### config.mk
export PLATFORM = sky130hd
export DESIGN_NAME = argb_alpha_blend_pixel_top
export DESIGN_NICKNAME = d
export VERILOG_FILES = /design/src/hdl/abp_pkg.sv /design/src/hdl/abp_cfg_regs.sv /design/src/hdl/abp_blend_pipe.sv /design/src/hdl/argb_alpha_blend_pixel_top.sv
export VERILOG_INCLUDE_DIRS = /design/src /design/src/hdl
export SDC_FILE = /design/constraint.sdc
export NUM_CORES = 2
export LEC_CHECK = 0
export ABC_AREA = 1
export BUFFER_PORTS_ARGS = -buffer_cell sky130_fd_sc_hd__buf_2
export CORE_MARGIN = 2
export CORE_UTILIZATION = 45
export DETAILED_ROUTE_END_ITERATION = 12
export GPL_ROUTABILITY_DRIVEN = 1
export GPL_TIMING_DRIVEN = 0
export SLEW_MARGIN = 25
export SYNTH_ARGS = -nofsm -noshare
export SYNTH_HDL_FRONTEND = slang
export SYNTH_SLANG_ARGS = --single-unit
### constraint.sdc
create_clock -name clk -period 25.7 [get_ports clk]
set_input_delay 1.285 -clock clk [delete_from_list [all_inputs] [get_ports clk]]
set_output_delay 1.285 -clock clk [all_outputs]
set_load 0.05 [all_outputs]
### src/hdl/argb_alpha_blend_pixel_top_assert.svh
// ----------------------------------------------------------------------------
// Assertion macros for the ARGB alpha blend block
// Implication and next-cycle implication checks, clocked and reset-qualified.
// ----------------------------------------------------------------------------
`ifndef ARGB_ALPHA_BLEND_PIXEL_TOP_ASSERT_SVH
`define ARGB_ALPHA_BLEND_PIXEL_TOP_ASSERT_SVH

// same-cycle implication
`define ABP_ASSERT_IMP(lbl, ck, rn, ante, cons) \
	lbl: assert property (@(posedge ck) disable iff (!rn) (ante) |-> (cons)) \
	else $error("abp: assertion failed");

// next-cycle implication
`define ABP_ASSERT_NXT(lbl, ck, rn, ante, cons) \
	lbl: assert property (@(posedge ck) disable iff (!rn) (ante) |=> (cons)) \
	else $error("abp: assertion failed");

`endif

### src/hdl/abp_pkg.sv
// ----------------------------------------------------------------------------
// abp_pkg
// Shared types, constants and the divide-by-255 helper for the blend block.
// ----------------------------------------------------------------------------
`timescale 1ns / 1ps
`default_nettype none

package abp_pkg;

	localparam int unsigned NUM_CH = 3;

	localparam logic [7:0]  CHAN_MAX = 8'hFF;
	localparam logic [15:0] ROUND    = 16'd128;

	typedef enum logic [0:0] {
		REG_BLEND_MODE = 1'b0,
		REG_ALPHA_ADD  = 1'b1
	} reg_idx_t;

	typedef struct packed {
		logic       blend_mode;
		logic [7:0] alpha_add;
	} cfg_t;

	// floor(x / 255), exact for x below 65280
	function automatic logic [7:0] div255(input logic [15:0] x);
		logic [16:0] t;
		t = {1'b0, x} + {9'b0, x[15:8]} + 17'd1;
		return t[15:8];
	endfunction

endpackage

`default_nettype wire

### src/hdl/abp_cfg_regs.sv
// ----------------------------------------------------------------------------
// abp_cfg_regs
// APB-style register file holding the blend mode and the alpha offset.
// ----------------------------------------------------------------------------
`timescale 1ns / 1ps
`default_nettype none

module abp_cfg_regs
	import abp_pkg::*;
(
	input  wire logic        clk,
	input  wire logic        arst_n,
	input  wire logic        psel,
	input  wire logic        penable,
	input  wire logic        pwrite,
	input  wire logic [2:0]  paddr,
	input  wire logic [31:0] pwdata,
	output logic      [31:0] prdata,
	output logic             pready,
	output cfg_t             cfg
);

	cfg_t     cfg_q;
	reg_idx_t idx;
	logic     wr_en;

	assign idx    = reg_idx_t'(paddr[2]);
	assign pready = 1'b1;
	assign wr_en  = psel && penable && pwrite && pready;

	always_ff @(posedge clk or negedge arst_n) begin
		if (!arst_n) begin
			cfg_q <= '0;
		end else if (wr_en) begin
			case (idx)
				REG_BLEND_MODE: begin
					cfg_q.blend_mode <= pwdata[0];
				end
				REG_ALPHA_ADD: begin
					cfg_q.alpha_add <= pwdata[7:0];
				end
				default: begin
					cfg_q <= cfg_q;
				end
			endcase
		end
	end

	always_comb begin
		case (idx)
			REG_BLEND_MODE: prdata = {31'b0, cfg_q.blend_mode};
			REG_ALPHA_ADD:  prdata = {24'b0, cfg_q.alpha_add};
			default:        prdata = '0;
		endcase
	end

	assign cfg = cfg_q;

endmodule

`default_nettype wire

### src/hdl/abp_blend_pipe.sv
// ----------------------------------------------------------------------------
// abp_blend_pipe
// Four-stage blend datapath: products, divide, second products, final mix.
// ----------------------------------------------------------------------------
`timescale 1ns / 1ps
`default_nettype none

`include "argb_alpha_blend_pixel_top_assert.svh"

module abp_blend_pipe
	import abp_pkg::*;
(
	input  wire logic        clk,
	input  wire logic        arst_n,
	input  cfg_t             cfg,
	input  wire logic        in_valid,
	output logic             in_stall,
	input  wire logic [31:0] src_argb,
	input  wire logic [31:0] dst_pixel,
	output logic             out_valid,
	input  wire logic        out_stall,
	output logic      [31:0] out_pixel,
	output logic             write_enable
);

	// stage-wise ready chain
	logic rdy1, rdy2, rdy3, rdy4;
	logic v_s1, v_s2, v_s3, v_s4;

	assign rdy4     = !v_s4 || !out_stall;
	assign rdy3     = !v_s3 || rdy4;
	assign rdy2     = !v_s2 || rdy3;
	assign rdy1     = !v_s1 || rdy2;
	assign in_stall = !rdy1;

	// ---------------- stage 1: alpha decode and first products ----------------
	logic [8:0]  sa_sum;
	logic [7:0]  src_a, sa8, inv;
	logic        copy_c, skip_c;
	logic [15:0] da_num_c;
	logic [15:0] ssa_c  [NUM_CH];
	logic [15:0] dinv_c [NUM_CH];

	always_comb begin
		src_a  = src_argb[31:24];
		sa_sum = {1'b0, src_a} + {1'b0, cfg.alpha_add};
		if (cfg.blend_mode) begin
			copy_c = sa_sum >= {1'b0, CHAN_MAX};
			skip_c = sa_sum == 9'd0;
			sa8    = sa_sum[7:0];
		end else begin
			copy_c = src_a == CHAN_MAX;
			skip_c = src_a == 8'd0;
			sa8    = src_a;
		end
		inv      = CHAN_MAX - sa8;
		da_num_c = {8'b0, dst_pixel[31:24]} * {8'b0, inv} + ROUND;
		for (int c = 0; c < NUM_CH; c++) begin
			ssa_c[c]  = {8'b0, src_argb[8*c +: 8]} * {8'b0, sa8};
			dinv_c[c] = {8'b0, dst_pixel[8*c +: 8]} * {8'b0, inv};
		end
	end

	logic        mode_s1, copy_s1, skip_s1;
	logic [31:0] src_s1, dst_s1;
	logic [15:0] da_num_s1;
	logic [15:0] ssa_s1  [NUM_CH];
	logic [15:0] dinv_s1 [NUM_CH];

	// ---------------- stage 2: divide by 255 ----------------
	logic [7:0] da_c;
	logic [7:0] srnd_c [NUM_CH];
	logic [7:0] mix1_c [NUM_CH];

	always_comb begin
		da_c = div255(da_num_s1);
		for (int c = 0; c < NUM_CH; c++) begin
			srnd_c[c] = div255(ssa_s1[c] + ROUND);
			mix1_c[c] = div255(ssa_s1[c] + dinv_s1[c]);
		end
	end

	logic        mode_s2, copy_s2, skip_s2;
	logic [31:0] src_s2, dst_s2;
	logic [7:0]  da_s2;
	logic [7:0]  srnd_s2 [NUM_CH];
	logic [7:0]  mix1_s2 [NUM_CH];

	// ---------------- stage 3: destination times blended alpha ----------------
	logic [15:0] dd_c [NUM_CH];

	always_comb begin
		for (int c = 0; c < NUM_CH; c++) begin
			dd_c[c] = {8'b0, dst_s2[8*c +: 8]} * {8'b0, da_s2} + ROUND;
		end
	end

	logic        mode_s3, copy_s3, skip_s3;
	logic [31:0] src_s3, dst_s3;
	logic [7:0]  da_s3;
	logic [7:0]  srnd_s3 [NUM_CH];
	logic [7:0]  mix1_s3 [NUM_CH];
	logic [15:0] dd_s3   [NUM_CH];

	// ---------------- stage 4: final mix and select ----------------
	logic [31:0] pix_c;
	logic        we_c, straight_c;
	logic [8:0]  sum_c [NUM_CH];

	always_comb begin
		for (int c = 0; c < NUM_CH; c++) begin
			sum_c[c] = {1'b0, div255(dd_s3[c])} + {1'b0, srnd_s3[c]};
		end
		straight_c = 1'b0;
		if (skip_s3) begin
			pix_c = dst_s3;
			we_c  = 1'b0;
		end else if (copy_s3) begin
			pix_c = src_s3;
			we_c  = 1'b1;
		end else if (mode_s3) begin
			pix_c      = {8'b0, mix1_s3[2], mix1_s3[1], mix1_s3[0]};
			we_c       = 1'b1;
			straight_c = 1'b1;
		end else begin
			pix_c = {da_s3, sum_c[2][7:0], sum_c[1][7:0], sum_c[0][7:0]};
			we_c  = 1'b1;
		end
	end

	logic [31:0] pix_s4;
	logic        we_s4, straight_s4;

	// ---------------- control ----------------
	always_ff @(posedge clk or negedge arst_n) begin
		if (!arst_n) begin
			v_s1 <= 1'b0;
			v_s2 <= 1'b0;
			v_s3 <= 1'b0;
			v_s4 <= 1'b0;
		end else begin
			if (rdy1) v_s1 <= in_valid;
			if (rdy2) v_s2 <= v_s1;
			if (rdy3) v_s3 <= v_s2;
			if (rdy4) v_s4 <= v_s3;
		end
	end

	// ---------------- payload, held while the stage stalls ----------------
	always_ff @(posedge clk) begin
		if (rdy1 && in_valid) begin
			mode_s1   <= cfg.blend_mode;
			copy_s1   <= copy_c;
			skip_s1   <= skip_c;
			src_s1    <= src_argb;
			dst_s1    <= dst_pixel;
			da_num_s1 <= da_num_c;
			ssa_s1    <= ssa_c;
			dinv_s1   <= dinv_c;
		end
		if (rdy2 && v_s1) begin
			mode_s2 <= mode_s1;
			copy_s2 <= copy_s1;
			skip_s2 <= skip_s1;
			src_s2  <= src_s1;
			dst_s2  <= dst_s1;
			da_s2   <= da_c;
			srnd_s2 <= srnd_c;
			mix1_s2 <= mix1_c;
		end
		if (rdy3 && v_s2) begin
			mode_s3 <= mode_s2;
			copy_s3 <= copy_s2;
			skip_s3 <= skip_s2;
			src_s3  <= src_s2;
			dst_s3  <= dst_s2;
			da_s3   <= da_s2;
			srnd_s3 <= srnd_s2;
			mix1_s3 <= mix1_s2;
			dd_s3   <= dd_c;
		end
		if (rdy4 && v_s3) begin
			pix_s4      <= pix_c;
			we_s4       <= we_c;
			straight_s4 <= straight_c;
		end
	end

	assign out_valid    = v_s4;
	assign out_pixel    = pix_s4;
	assign write_enable = we_s4;

	// ---------------- assertions ----------------
	`ABP_ASSERT_IMP(a_empty_head_ready, clk, arst_n, !v_s1, !in_stall)
	`ABP_ASSERT_NXT(a_accept_fills_s1, clk, arst_n, in_valid && !in_stall, v_s1)
	`ABP_ASSERT_NXT(a_s3_moves_on, clk, arst_n, v_s3 && rdy4, v_s4)
	`ABP_ASSERT_IMP(a_straight_alpha_zero, clk, arst_n, v_s4 && straight_s4,
		pix_s4[31:24] == 8'd0 && we_s4)

endmodule

`default_nettype wire

### src/hdl/argb_alpha_blend_pixel_top.sv
// ----------------------------------------------------------------------------
// argb_alpha_blend_pixel_top
// Blends source onto destination ARGB pixels, one per clock unless stalled.
// ----------------------------------------------------------------------------
// Usage:
//   Input channel: in_valid / in_stall with src_argb and dst_pixel; a transfer
//   happens on a rising edge with in_valid high and in_stall low.
//   Output channel: out_valid / out_stall with out_pixel and write_enable.
//   Registers over the APB-style port: blend_mode at 0x0, alpha_add at 0x4;
//   write them only while no pixel is in flight.
//   Pipeline: four register stages; a transferred pixel passes through s1, s2,
//   s3 and s4 in order and is offered on the output while it sits in s4.
//   Throughput: one pixel per clock while out_stall is low, set by the fully
//   pipelined datapath (products, divide by 255, second products, final mix).
//   Stall: each stage holds while the one after it is full and blocked, so
//   bubbles are squeezed out and in_stall rises only when all four are full.
//   Reset: clears all stage valid bits and both registers (mode 0, offset 0).
// ----------------------------------------------------------------------------
`timescale 1ns / 1ps
`default_nettype none

module argb_alpha_blend_pixel_top
	import abp_pkg::*;
(
	input  wire logic        clk,
	input  wire logic        arst_n,
	input  wire logic        psel,
	input  wire logic        penable,
	input  wire logic        pwrite,
	input  wire logic [2:0]  paddr,
	input  wire logic [31:0] pwdata,
	output logic      [31:0] prdata,
	output logic             pready,
	input  wire logic        in_valid,
	output logic             in_stall,
	input  wire logic [31:0] src_argb,
	input  wire logic [31:0] dst_pixel,
	output logic             out_valid,
	input  wire logic        out_stall,
	output logic      [31:0] out_pixel,
	output logic             write_enable
);

	cfg_t cfg;

	abp_cfg_regs u_cfg (
		.clk     (clk),
		.arst_n  (arst_n),
		.psel    (psel),
		.penable (penable),
		.pwrite  (pwrite),
		.paddr   (paddr),
		.pwdata  (pwdata),
		.prdata  (prdata),
		.pready  (pready),
		.cfg     (cfg)
	);

	abp_blend_pipe u_pipe (
		.clk          (clk),
		.arst_n       (arst_n),
		.cfg          (cfg),
		.in_valid     (in_valid),
		.in_stall     (in_stall),
		.src_argb     (src_argb),
		.dst_pixel    (dst_pixel),
		.out_valid    (out_valid),
		.out_stall    (out_stall),
		.out_pixel    (out_pixel),
		.write_enable (write_enable)
	);

endmodule

`default_nettype wire
After elaboration in Yosys (flattened, before gate mapping) --
Index checks and enable logic that the tools add are counted.
Operators by class: $add $sub $neg 35, multiply operators 10, magnitude comparators 1, eq/ne operators 1, muxes and demuxes 8, bitwise gates (word level) 1, reductions and logical operators 20
Operators with widths (count):
- adder 16 x 1 -> 16 bit (second input constant) | 10
- adder 16 x 8 -> 16 bit | 10
- multiplier 8 x 8 -> 16 bit | 10
- adder 16 x 8 -> 16 bit (second input constant) | 7
- two-way mux 32 bit | 3
- one-hot mux 32 bit (2 select lines) | 1
- adder 16 bit | 3
- adder 8 bit | 3
- adder 8 x 8 -> 9 bit | 1
- >= comparator 9 x 8 -> 1 bit (second input constant) | 1
- zero test 9 bit | 1
- equality test 8 bit (second input constant) | 1
- zero test 8 bit | 1
- two-way mux 8 bit | 1
- subtractor 8 bit (first input constant) | 1
- logical AND 1 bit | 6
- zero test 1 bit | 6
- logical OR 1 bit | 4
- AND reduction 2 bit | 2
- two-way mux 1 bit | 3
- NOT 1 bit | 1
Word-level totals: bits in registers 519, bits of input ports 106, logic and storage cells 123

Depth between registers and ports, before layout --
word-level depth 6, gate-level depth with buffers 30

Modules after synthesis --
A second synthesis with hierarchy kept.
Second synthesis, totals: cell total of the unflattened synthesis 4929, area total of the unflattened synthesis 45110.8 um2
Modules (own cells, without submodules):
- abp_blend_pipe | times used 1, cells each 4841, area an instance 44460.1 um2, sequential area each 15294.7 um2
- abp_cfg_regs | times used 1, cells each 88, area an instance 650.6 um2, sequential area each 225.2 um2

Worst setup path before layout --
Ideal clock, no wire load.
path kind input-to-reg, start in out_stall, end reg u_pipe.copy_s1, enable pin, setup time 0.722 ns, arrival time 9.298 ns, required time 24.978 ns, slack 15.680 ns, cell stages on the path 7, buffers on the path 0, path through nand2_1 -> nor2_1 -> inv_1 -> nor2_1 -> inv_1 -> nor2_1 -> nor2_1
On the way: word-level cells in the longest chain between the ends 6
Ends and longest elaborated chain:
- start, declared | line argb_alpha_blend_pixel_top.sv:39 | input wire logic out_stall,
- zero test 1 bit | line abp_blend_pipe.sv:30 | assign rdy4 = !v_s4 || !out_stall;
- logical OR 1 bit | line abp_blend_pipe.sv:30
- logical OR 1 bit | line abp_blend_pipe.sv:31 | assign rdy3 = !v_s3 || rdy4;
- logical OR 1 bit | line abp_blend_pipe.sv:32 | assign rdy2 = !v_s2 || rdy3;
- logical OR 1 bit | line abp_blend_pipe.sv:33 | assign rdy1 = !v_s1 || rdy2;
- logical AND 1 bit | line abp_blend_pipe.sv:151 | if (rdy1 && in_valid) begin
- end signal, assigned | line abp_blend_pipe.sv:153 | copy_s1 <= copy_c;
- end, declared | line abp_blend_pipe.sv:64 | logic mode_s1, copy_s1, skip_s1;
No other way between the ends. A chain may end at the register's enable or synchronous reset.

==> out/results.ini <==
[placement]
hpwl_um = 97140
dp_cells = 6454
place.gp.congestion = 0.9376
place.port_buffers = 122

[cells_and_area]
n_fill_cell = 9470
finalNonFillerCells = 6578
fin_nets = 6214
layout_common_cells = inv_1, nand2_1, nor2_1
final_common_cell = inv_1
seq_area_mm2 = 0.01552
syn_to_final_growth_pct = 10.77
drive_above_1_share = 0.06471
multiInputGateArea_mm2 = 0.02571

[clocking]
hold_buffers = 0
clkLatencyLatePin_ns = 0.68
cts_resized = 0
clockBufferDepth = 3
cts_root_buf = clkbuf_16
cts_tree = yes
htreeDepth = 2
numCtsBuffers = 61
postCtsSetupRepairBufs = 0
cts_sinks = 519
clkSlewWorstSetupHoldPaths_ns = 0.07

[worst_setup_path]
slowest_stage = clkbuf_1
crit_top_cell = inv_1
crit_required_ns = 26.17
critPathKind = in -> reg
cp_top_family = adder cells
crit_path_max_fanout = 10
worst-path-stages = 28
arrival_ns = 7.55
endpoint_kind = flop
startpoint_type = input port
worst-r2r-cell-count = 27
critPathBufInv = 8
max_stage_delay_ns = 0.69

[die]
core_region_area_mm2 = 0.1001
initial_core_util = 0.4537
die_w_um = 321.8
dieArea_mm2 = 0.1035
die_y_um = 321.8
rows = 116
io_pins = 174

[global_routing]
antenna_found_initial = 19
overflow = 0
grt_pass1_vias = 33299
grt.total_usage = 0.2375
grt_pass1_wl_um = 187000
grt_start_max_net_pins = 91

[logic_synthesis]
synth.distinct_cells = 52
synth_area_mm2 = 0.04544
seq_area_frac_synth = 0.3416
async_flop_share = 0.02505
synthCells = 4994
synth_seq_cells = 519
synth_flop_cell = edfxtp_1
synth-edff-count = 506
yosys_warnings = 0
synth_area_per_cell_um2 = 9.098

[hold_path]
hold_class = reg -> reg
hold_depth = 0

[routing]
drc_errors = 0
drtPass1Iterations = 6
wl_per_cell_um = 18.20
routed_wl_um = 119700
vias = 33399
vias_per_cell = 5.077
ant_nets = 0
drt_iter0_markers = 2222

[sta]
max_freq_ghz = 0.1413
timing.slew.headroom = 0.2650
holdWs_ns = 0.4105
tns_ns = 0
rsz0062_at_grt = false
layout_min_cycle_time_ns = 7.075
slew_viol_final = 0
setup_viol = 0
period_share = 0.2753
finalHoldViolations = 0
tightestPinTransition_ns = 1.103
fin_skew_ns = 0.02191

[run_status]
outcome = finished clean

[flow_run]
drv_cap = 0

-- cell type report --
type,instances,area share
Multi-Input combinational cell,3392,0.5107
Sequential cell,519,0.3084
Inverter,982,0.07339
Tap cell,1298,0.03227
Clock buffer,75,0.03177
Timing Repair Buffer,139,0.02068
Buffer,124,0.01265
Clock inverter,39,0.009646
Antenna cell,10,0.0004972
-- path summary, 6_finish.rpt --
| kind | startpoint | slack, ns | endpoint |
|---|---|---|---|
| hold / removal | u_pipe.dst_s2[28] | 0.41 | u_pipe.dst_s3[28] |
| setup reg to reg | u_cfg.cfg[0] | 18.97 | u_pipe.dinv_s1[31] |
| setup / recovery | src_argb[24] | 18.63 | u_pipe.dinv_s1[31] |
| min in group asynchronous | arst_n | 0.50 | u_cfg.cfg[8] |
| max in group asynchronous | arst_n | 24.94 | u_pipe.v_s2 |
| hold reg to reg | u_pipe.dst_s2[28] | 0.41 | u_pipe.dst_s3[28] |
-- stage by stage --
step	utilization	area, um2	worst slack, ns
floorplan	-	45520	15.68
global placement	0.4769	47760	11.67
detailed placement	0.4815	48220	18.04
CTS	0.5023	50310	18.72
global route	0.5025	50320	18.34
finish	0.5026	50330	18.63
-- cell families (layout without fill, tap and decap cells) --
| group | count (synthesis) | count (layout) | synth area share |
|---|---|---|---|
| buffers and inverters | 1106 | 1359 | 0.09514 |
| AOI/OAI and AO/OA | 439 | 439 | 0.05375 |
| and+or+nand+nor | 1830 | 1830 | 0.1626 |
| DFF | 519 | 519 | 0.3416 |
| muxes | 7 | 7 | 0.001735 |
| adders and majority gates | 889 | 889 | 0.3061 |
| xor gates and xnor gates | 202 | 202 | 0.03894 |
| other | 2 | 35 | 0.0001653 |
-- cell usage after synthesis, types with 8 or more instances --
cell type    n  area (um2)
inv_1      974        3656
nand2_1    936        3513
nor2_1     606        2275
ha_1       518        6481
edfxtp_1   506       15190
fa_1       371        7427
a21oi_1    233        1166
nand3_1    169       845.8
xor2_1     134        1174
o21ai_0    113       565.5
xnor2_1     68       595.6
clkbuf_1    67       251.5
nand4_1     36       225.2
nor3_1      29       145.1
buf_4       25       187.7
buf_2       16       80.08
dfrtp_1     13       325.3
o31ai_1     13       97.59
a21o_1      11       82.58
a31oi_1     11       68.82
nand2_2     11       68.82
nand3b_1    11       82.58
o211ai_1    11       82.58
clkbuf_2    10       50.05
and2_1       9       56.30
o2111ai_1    9       78.83
a22oi_1      8       60.06
-- sequential cells by signal, summed over array words and instances, names as in the netlist, 9 cells and up --
register and flops:
u_cfg.cfg 9, u_pipe.da_num_s1 16, u_pipe.dd_s3 48, u_pipe.dinv_s1 48, u_pipe.dst_s1 32, u_pipe.dst_s2 32, u_pipe.dst_s3 32, u_pipe.mix1_s2 24
u_pipe.mix1_s3 24, u_pipe.out_pixel 32, u_pipe.src_s1 32, u_pipe.src_s2 32, u_pipe.src_s3 32, u_pipe.srnd_s2 24, u_pipe.srnd_s3 24, u_pipe.ssa_s1 48
-- layer usage --
layer	global-route usage	vias up	wire, um
li1	-	16309	-
met1	0.3318	16034	54290
met2	0.3598	839	51990
met3	0.05294	207	8471
met4	0.09097	10	4896
met5	0	-	69
Power is not shown: default switching activity piles up to over one toggle a cycle in this logic, so the estimate is an artifact.
